===== src/sv/smeu_pkg.sv =====
// Package: shared types, opcodes and status codes of the stack-machine execute unit.
`timescale 1ns / 1ps
package smeu_pkg;
    localparam int unsigned StackDepthDef = 64;
    localparam int unsigned ProgramMaxDef = 1024;
    localparam int unsigned WordW = 32;
    localparam int unsigned CfgW = 11;
    localparam int unsigned IpOutW = 10;

    typedef enum logic [3:0] {
        OP_PUSH = 4'd0, OP_POP = 4'd1, OP_ADD = 4'd2, OP_SUB = 4'd3,
        OP_MUL = 4'd4, OP_DIV = 4'd5, OP_HALT = 4'd6, OP_PRINT = 4'd7,
        OP_JMP = 4'd8, OP_JZ = 4'd9, OP_JNZ = 4'd10, OP_JE = 4'd11,
        OP_JNE = 4'd12, OP_JGE = 4'd13, OP_JLE = 4'd14, OP_NOP = 4'd15
    } op_t;

    typedef enum logic [2:0] {
        ST_OK = 3'd0, ST_HALT = 3'd1, ST_IGNORED = 3'd2, ST_IP_OOB = 3'd3,
        ST_DIV0 = 3'd4, ST_UNDER = 3'd5, ST_OVER = 3'd6
    } status_t;

    typedef enum logic [2:0] {
        S_IDLE, S_READ, S_EXEC, S_MUL, S_DIV, S_TOP, S_OUT
    } state_t;

    // request to the divider and its answer
    typedef struct packed {
        logic start;
        logic [WordW-1:0] dividend;
        logic [WordW-1:0] divisor;
    } div_req_t;

    typedef struct packed {
        logic done;
        logic [WordW-1:0] quotient;
    } div_rsp_t;
endpackage


===== src/sv/smeu_div.sv =====
// Iterative signed divider, one quotient bit per cycle, truncating toward zero.
`timescale 1ns / 1ps
module smeu_div
    import smeu_pkg::*;
(
    input  logic     aclk,
    input  logic     aresetn,
    input  div_req_t req,
    output div_rsp_t rsp
);
    logic [WordW-1:0] rem_reg, rem_next, quo_reg, quo_next, dvs_reg, dvs_next;
    logic [5:0] cnt_reg, cnt_next;
    logic busy_reg, busy_next, neg_reg, neg_next, done_reg, done_next;
    logic [WordW:0] trial;

    always_comb begin
        rem_next = rem_reg; quo_next = quo_reg; dvs_next = dvs_reg;
        cnt_next = cnt_reg; busy_next = busy_reg; neg_next = neg_reg;
        done_next = 1'b0;
        trial = {rem_reg, quo_reg[WordW-1]} - {1'b0, dvs_reg};
        if (req.start) begin
            rem_next = '0;
            quo_next = req.dividend[WordW-1] ? -req.dividend : req.dividend;
            dvs_next = req.divisor[WordW-1] ? -req.divisor : req.divisor;
            neg_next = req.dividend[WordW-1] ^ req.divisor[WordW-1];
            cnt_next = 6'(WordW);
            busy_next = 1'b1;
        end else if (busy_reg) begin
            if (!trial[WordW]) begin
                rem_next = trial[WordW-1:0];
            end else begin
                rem_next = {rem_reg[WordW-2:0], quo_reg[WordW-1]};
            end
            quo_next = {quo_reg[WordW-2:0], ~trial[WordW]};
            cnt_next = cnt_reg - 6'd1;
            if (cnt_reg == 6'd1) begin
                busy_next = 1'b0;
                done_next = 1'b1;
            end
        end
    end

    always_ff @(posedge aclk) begin
        if (!aresetn) begin
            busy_reg <= 1'b0;
            done_reg <= 1'b0;
        end else begin
            busy_reg <= busy_next;
            done_reg <= done_next;
        end
        rem_reg <= rem_next; quo_reg <= quo_next; dvs_reg <= dvs_next;
        cnt_reg <= cnt_next; neg_reg <= neg_next;
    end

    assign rsp.done = done_reg;
    assign rsp.quotient = neg_reg ? -quo_reg : quo_reg;
endmodule


===== src/sv/stack_machine_execute_unit.sv =====
// Top level: stack-machine execute unit around a one-port-read stack memory.
// A request passes the states read, execute, top read and out before its result is offered;
// mul adds a multiply state, div a divide state (one quotient bit per cycle). One request at a time.
// A new request is taken only when the unit is idle and the last result has been accepted.
// Reset (aresetn low, synchronous): empty stack, ip 0, running, program_length 1024.
// Stack memory contents are not cleared; only entries below the count are used.
`timescale 1ns / 1ps
module stack_machine_execute_unit
    import smeu_pkg::*;
#(
    parameter int unsigned STACK_DEPTH = StackDepthDef,
    parameter int unsigned PROGRAM_MAX = ProgramMaxDef
) (
    input  logic            aclk,
    input  logic            aresetn,
    input  logic            s_tvalid,
    output logic            s_tready,
    input  logic [39:0]     s_tdata,   // [3:0] op, [35:4] operand, rest zero
    output logic            m_tvalid,
    input  logic            m_tready,
    output logic [47:0]     m_tdata,   // [9:0] next_ip, [41:10] top_value, [42] top_valid,
                                       // [43] print_strobe, [46:44] status, [47] stopped
    input  logic            cfg_valid,
    output logic            cfg_ready,
    input  logic [CfgW-1:0] cfg_data
);
    localparam int unsigned AW = (STACK_DEPTH > 1) ? $clog2(STACK_DEPTH) : 1;
    localparam int unsigned CW = $clog2(STACK_DEPTH + 1);

    state_t state_reg, state_next;

    logic [CfgW-1:0]  plen_reg;
    logic [CW-1:0]    cnt_reg, cnt_next;
    logic [WordW-1:0] ip_reg, ip_next;   // full width so far jumps stay out of bounds
    logic             run_reg, run_next;

    logic [3:0]       op_reg;
    logic [WordW-1:0] imm_reg;
    logic [WordW-1:0] a_reg, a_next;     // second from top, latched from memory
    logic [WordW-1:0] res_reg, res_next; // value to push
    logic [2:0]       st_reg, st_next;
    logic             strobe_reg, strobe_next;
    logic [47:0]      out_reg;
    logic             outv_reg;

    // stack memory, one write and one registered read per cycle
    logic [WordW-1:0] stack_mem [STACK_DEPTH];
    logic [WordW-1:0] rd_data_reg;
    logic [AW-1:0]    rd_addr, wr_addr;
    logic             wr_en;

    logic [WordW-1:0] mul_reg;
    div_req_t         dreq;
    div_rsp_t         drsp;

    logic [WordW-1:0] b_val;
    logic [1:0]       need;
    logic [WordW-1:0] eff_len;
    logic             ip_oob;

    smeu_div u_div (.aclk(aclk), .aresetn(aresetn), .req(dreq), .rsp(drsp));

    assign s_tready  = (state_reg == S_IDLE) && !outv_reg;
    assign cfg_ready = 1'b1;
    assign m_tvalid  = outv_reg;
    assign m_tdata   = out_reg;

    assign eff_len = (WordW'(plen_reg) > WordW'(PROGRAM_MAX)) ? WordW'(PROGRAM_MAX)
                                                              : WordW'(plen_reg);
    assign ip_oob  = ip_reg >= eff_len;
    assign b_val   = rd_data_reg;

    always_comb begin
        unique case (op_t'(op_reg))
            OP_POP, OP_PRINT, OP_JZ, OP_JNZ: need = 2'd1;
            OP_ADD, OP_SUB, OP_MUL, OP_DIV,
            OP_JE, OP_JNE, OP_JGE, OP_JLE:   need = 2'd2;
            default:                         need = 2'd0;
        endcase
    end

    // next state
    always_comb begin
        state_next = state_reg;
        unique case (state_reg)
            S_IDLE: if (s_tvalid && s_tready) state_next = S_READ;
            S_READ: state_next = S_EXEC;
            S_EXEC: begin
                if (!run_reg || ip_oob || (cnt_reg < CW'(need))) begin
                    state_next = S_TOP;
                end else if (op_t'(op_reg) == OP_MUL) begin
                    state_next = S_MUL;
                end else if (op_t'(op_reg) == OP_DIV && b_val != '0) begin
                    state_next = S_DIV;
                end else begin
                    state_next = S_TOP;
                end
            end
            S_MUL: state_next = S_TOP;
            S_DIV: if (drsp.done) state_next = S_TOP;
            S_TOP: state_next = S_OUT;
            S_OUT: state_next = S_IDLE;
            default: state_next = S_IDLE;
        endcase
    end

    // datapath and outputs
    always_comb begin
        cnt_next = cnt_reg; ip_next = ip_reg; run_next = run_reg;
        a_next = a_reg; res_next = res_reg; st_next = st_reg; strobe_next = strobe_reg;
        rd_addr = AW'(cnt_reg - CW'(1));
        wr_en = 1'b0; wr_addr = AW'(cnt_reg); dreq = '0;
        unique case (state_reg)
            S_IDLE: begin
                st_next = ST_OK; strobe_next = 1'b0;
                rd_addr = AW'(cnt_reg - CW'(2));
            end
            S_READ: begin
                a_next = rd_data_reg;
                rd_addr = AW'(cnt_reg - CW'(1));
            end
            S_EXEC: begin
                if (!run_reg) begin
                    st_next = ST_IGNORED;
                end else if (ip_oob) begin
                    st_next = ST_IP_OOB; run_next = 1'b0;
                end else if (cnt_reg < CW'(need)) begin
                    st_next = ST_UNDER; run_next = 1'b0; ip_next = ip_reg + 1;
                end else begin
                    ip_next = ip_reg + 1;
                    unique case (op_t'(op_reg))
                        OP_PUSH: begin
                            if (cnt_reg >= CW'(STACK_DEPTH)) begin
                                st_next = ST_OVER; run_next = 1'b0;
                            end else begin
                                wr_en = 1'b1; wr_addr = AW'(cnt_reg);
                                res_next = imm_reg; cnt_next = cnt_reg + CW'(1);
                            end
                        end
                        OP_POP: cnt_next = cnt_reg - CW'(1);
                        OP_ADD, OP_SUB: begin
                            res_next = (op_t'(op_reg) == OP_ADD) ? a_reg + b_val
                                                                 : a_reg - b_val;
                            wr_en = 1'b1; wr_addr = AW'(cnt_reg - CW'(2));
                            cnt_next = cnt_reg - CW'(1);
                        end
                        OP_MUL: cnt_next = cnt_reg - CW'(2);
                        OP_DIV: begin
                            cnt_next = cnt_reg - CW'(2);
                            if (b_val == '0) begin
                                st_next = ST_DIV0; run_next = 1'b0;
                            end else begin
                                dreq.start = 1'b1;
                                dreq.dividend = a_reg; dreq.divisor = b_val;
                            end
                        end
                        OP_HALT: begin
                            st_next = ST_HALT; run_next = 1'b0;
                        end
                        OP_PRINT: strobe_next = 1'b1;
                        OP_JMP: ip_next = imm_reg;
                        OP_JZ, OP_JNZ: begin
                            cnt_next = cnt_reg - CW'(1);
                            if ((b_val == '0) == (op_t'(op_reg) == OP_JZ)) ip_next = imm_reg;
                        end
                        OP_JE, OP_JNE, OP_JGE, OP_JLE: begin
                            cnt_next = cnt_reg - CW'(2);
                            priority case (op_t'(op_reg))
                                OP_JE:  if (a_reg == b_val) ip_next = imm_reg;
                                OP_JNE: if (a_reg != b_val) ip_next = imm_reg;
                                OP_JGE: if ($signed(a_reg) >= $signed(b_val))
                                            ip_next = imm_reg;
                                default: if ($signed(a_reg) <= $signed(b_val))
                                            ip_next = imm_reg;
                            endcase
                        end
                        default: ;
                    endcase
                end
            end
            S_MUL: begin
                wr_en = 1'b1; wr_addr = AW'(cnt_reg); cnt_next = cnt_reg + CW'(1);
            end
            S_DIV: begin
                if (drsp.done) begin
                    wr_en = 1'b1; wr_addr = AW'(cnt_reg); cnt_next = cnt_reg + CW'(1);
                end
            end
            S_TOP: rd_addr = AW'(cnt_reg - CW'(1));
            default: ;
        endcase
    end

    always_ff @(posedge aclk) begin
        if (wr_en) begin
            if (state_reg == S_MUL) stack_mem[wr_addr] <= mul_reg;
            else if (state_reg == S_DIV) stack_mem[wr_addr] <= drsp.quotient;
            else stack_mem[wr_addr] <= res_next;
        end
        rd_data_reg <= stack_mem[rd_addr];
    end

    always_ff @(posedge aclk) begin
        if (!aresetn) begin
            state_reg <= S_IDLE;
            plen_reg  <= CfgW'(1024);
            cnt_reg   <= '0;
            ip_reg    <= '0;
            run_reg   <= 1'b1;
            outv_reg  <= 1'b0;
        end else begin
            state_reg <= state_next;
            cnt_reg   <= cnt_next;
            ip_reg    <= ip_next;
            run_reg   <= run_next;
            if (cfg_valid && cfg_ready) plen_reg <= cfg_data;
            if (state_reg == S_OUT) outv_reg <= 1'b1;
            else if (m_tready) outv_reg <= 1'b0;
        end
        if (s_tvalid && s_tready) begin
            op_reg  <= s_tdata[3:0];
            imm_reg <= s_tdata[35:4];
        end
        a_reg <= a_next; res_reg <= res_next; st_reg <= st_next; strobe_reg <= strobe_next;
        mul_reg <= a_reg * b_val;
        if (state_reg == S_OUT) begin
            out_reg <= {!run_reg, st_reg, strobe_reg, (cnt_reg != '0),
                        ((cnt_reg != '0) ? rd_data_reg : WordW'(0)),
                        ip_reg[IpOutW-1:0]};
        end
    end
endmodule


===== config.mk =====
export PLATFORM = sky130hd
export DESIGN_NAME = stack_machine_execute_unit
export DESIGN_NICKNAME = d
export VERILOG_FILES = /design/src/sv/smeu_pkg.sv /design/src/sv/smeu_div.sv /design/src/sv/stack_machine_execute_unit.sv
export SDC_FILE = /design/constraint.sdc
export NUM_CORES = 2
export LEC_CHECK = 0
export BUFFER_PORTS_ARGS = -buffer_cell sky130_fd_sc_hd__buf_2
export CORE_ASPECT_RATIO = 0.6
export CORE_MARGIN = 5
export CORE_UTILIZATION = 55
export CTS_BUF_LIST = sky130_fd_sc_hd__clkbuf_16
export CTS_CLUSTER_SIZE = 16
export DETAILED_ROUTE_END_ITERATION = 7
export HOLD_SLACK_MARGIN = 0.06
export PLACE_DENSITY_LB_ADDON = 0.15
export SLEW_MARGIN = 20
export SYNTH_ARGS = -nofsm -noshare
export SYNTH_HDL_FRONTEND = slang
export SYNTH_SLANG_ARGS = --single-unit

===== constraint.sdc =====
create_clock -name aclk -period 7.7 [get_ports aclk]
set_clock_uncertainty 0.2 [all_clocks]
set_input_delay 1.54 -clock aclk [delete_from_list [all_inputs] [get_ports aclk]]
set_output_delay 1.54 -clock aclk [all_outputs]
set_load 0.03 [all_outputs]

==> impl_metrics.toml <==
[yosys]
yosys.area.top_type = "edfxtp_1"
synth_cells = 7740
synth_area_per_cell_um2 = 15.2
synthDistinctLibCells = 107
syn_area_um2 = 117000
synth_edf_count = 2233
synth.ff_latch_count = 2420
synth_ff_type = "edfxtp_1"
yosys.area.top_type_share = 0.571
ys_seq_area_frac = 0.603
ys_warn_count = 0
syn_nets = 8452
async_flop_share = 0
ys_top_cells_by_area = "edfxtp_1 (57%), mux4_2 (10%), fa_1 (7.0%), dfxtp_1 (3.2%), ha_1 (2.6%)"

[clock_tree]
clk_latency_ns = 0.88
cts_root_buffer = "clkbuf_16"
cts_sinks = 2420
htree_levels = 4
clk_pin_slew_ns = 0.07
cts_tree = "done"
clockBufferDepth = 4
numCtsBuffers = 219

[grt]
grt_use_total = 0.314
grt_pass1_vias = 68400
grt_antenna_before_repair = 27
grt_pass1_wl_mm = 500
overflow = 0
grt_max_degree = 101

[layout]
layout_commonest_cell = "edfxtp_1"
nNetsFinal = 8752
final_cell_mix = "edfxtp_1 (2233), inv_1 (570), mux4_2 (544), nand2_1 (462), fa_1 (405)"
largest-register = "stack_mem"
multi_input_area_um2 = 43900
fillers = 15600
area_growth_pct = 11.6
regArea_um2 = 70800
layout-drive-gt1-share = 0.188
largest_register_ffs = 2048

[die]
die_h_um = 368
fp.dieW_um = 607
start_util = 0.553
placementRows = 131
core-area_um2 = 212000
dieArea_um2 = 223000
ios = 107

[timing]
fin_crit_sh = 0.971
timing.fmax_ghz = 0.134
slew_violations = 0
tightest_slew_ns = 1.21
layout_min_cycle_time_ns = 7.48
slew_headroom = 0.191
rsz0062_at_grt = "yes"
hold_viol = 0
fin_hold_ws_ns = 0.239
setup_violations = 0

[routing]
routed_wirelength_mm = 351
drc = 0
dr.pass1.iters = 6
drtAntennaViolNets = 0
viasPerCell = 6.45
vias = 71400
drtIter0Drc = 10300
post_drt_wl_per_cell_um = 31.7

[setup_path]
arrival_ns = 8.04
required_ns = 8.26
end_kind = "flop"
path_max_fanout = 8
critical_path_class = "flop to flop"
crit_path_start_kind = "flop"

[placement]
gp_congestion = 0.987
io_buffer_count = 101
hpwl_mm = 239

[status]
outcome = "complete, no violations"

[min_path]
hold_class = "flop to flop"

[run]
maxCapViolCount = 0
## what timing repair did
item | 4_1_cts | 5_1_grt
setup buffers | 0 | 6
setup endpoints to repair | 1 | 5
hold buffers | 0 | 0
gates resized for setup | 2 | 30
pin swaps | 0 | 13
cloned | 0 | 0
## Yosys cell counts (15+ instances only)
| cell type | count |
|---|---|
| fa_1 | 411 |
| nand2_1 | 464 |
| nand3_1 | 55 |
| edfxtp_1 | 2233 |
| buf_2 | 77 |
| a31oi_1 | 25 |
| or4_1 | 18 |
| nand2b_1 | 33 |
| xnor2_1 | 150 |
| mux4_2 | 544 |
| o21ai_0 | 239 |
| nand4_1 | 20 |
| xor2_1 | 107 |
| dfxtp_1 | 187 |
| a21o_1 | 45 |
| nor3_1 | 54 |
| and2_1 | 334 |
| nor2_1 | 329 |
| ha_1 | 245 |
| o211ai_1 | 41 |
| nor2b_1 | 160 |
| o31ai_1 | 38 |
| o21bai_1 | 20 |
| buf_4 | 16 |
| clkbuf_1 | 323 |
| a211oi_1 | 173 |
| mux2i_1 | 170 |
| o21a_1 | 15 |
| a21oi_1 | 359 |
| o21ai_1 | 21 |
| and3_1 | 19 |
| inv_1 | 517 |
| or3_1 | 36 |
| nor4_1 | 24 |
## metrics by stage
step | std cells | worst slack [ns] | area [um2] | utilization | TNS [ns]
after CTS | 11100 | 0.0158 | 131000 | 0.616 | 0
after floorplan | 7740 | 0.367 | 117000 | - | 0
after global routing | 11100 | -0.0249 | 131000 | 0.617 | -0.0249
after global placement | 10700 | -0.0131 | 124000 | 0.584 | -0.0131
after detailed placement | 10700 | -0.0633 | 124000 | 0.584 | -0.0633
final | 11100 | 0.222 | 131000 | 0.617 | 0
## per-layer routing
metal  track usage  wire length [um]  share of wire  vias to the layer above
met3         0.123             55800           0.16                      424
met2         0.395            136000           0.39                     4423
met4        0.0598              7330          0.021                       10
li1              -                 -              -                    29500
met5             0                65        0.00019                        -
met1         0.511            152000           0.43                    37100
## critical path: stages, from the launching register on
cell,delay (ns)
edfxtp_1,0.48
buf_4,0.23
buf_4,0.15
and2_1,0.14
fa_1,0.48
inv_1,0.05
fa_1,0.50
fa_1,0.45
fa_1,0.54
inv_1,0.04
ha_1,0.26
ha_1,0.32
fa_1,0.52
fa_1,0.42
ha_2,0.42
nand2_1,0.11
o32ai_2,0.35
a311oi_4,0.09
a21oi_1,0.23
a22oi_1,0.14
buf_4,0.19
o211ai_1,0.28
nor3_1,0.10
o21bai_1,0.21
nand2_1,0.08
o21ai_1,0.20
xor2_1,0.18
## final cells by class
type                    count  area share
flip-flops and latches   2420       0.540
multi-input cells        4366       0.335
clock buffers             222      0.0424
repair buffers            514      0.0315
well taps                2859      0.0273
inverters                 519      0.0149
clock inverters           171     0.00863
diodes                     10    0.000191
## cell families after synthesis
group | synth area share
AOI/OAI and AO/OA | 0.0614
other | 0.0000319
xor gates and xnor gates | 0.0192
muxes | 0.119
adders and majority gates | 0.0962
and+or+nand+nor | 0.0691
DFF | 0.603
buffers and inverters | 0.0321
## path summary, 6_finish.rpt
| kind | from | to | slack [ns] | depth (start not counted) |
|---|---|---|---|---|
| setup / recovery | a_reg[7] | mul_reg[30] | 0.22 | 26 |
| hold reg to reg | res_reg[28] | res_reg[28] | 0.24 | 2 |
| hold / removal | res_reg[28] | res_reg[28] | 0.24 | 2 |
| setup reg to reg | a_reg[7] | mul_reg[30] | 0.22 | 26 |
Power is left out: the tool's default activity adds up to more than one toggle a clock period on the data nets, which glitch-free logic cannot reach.
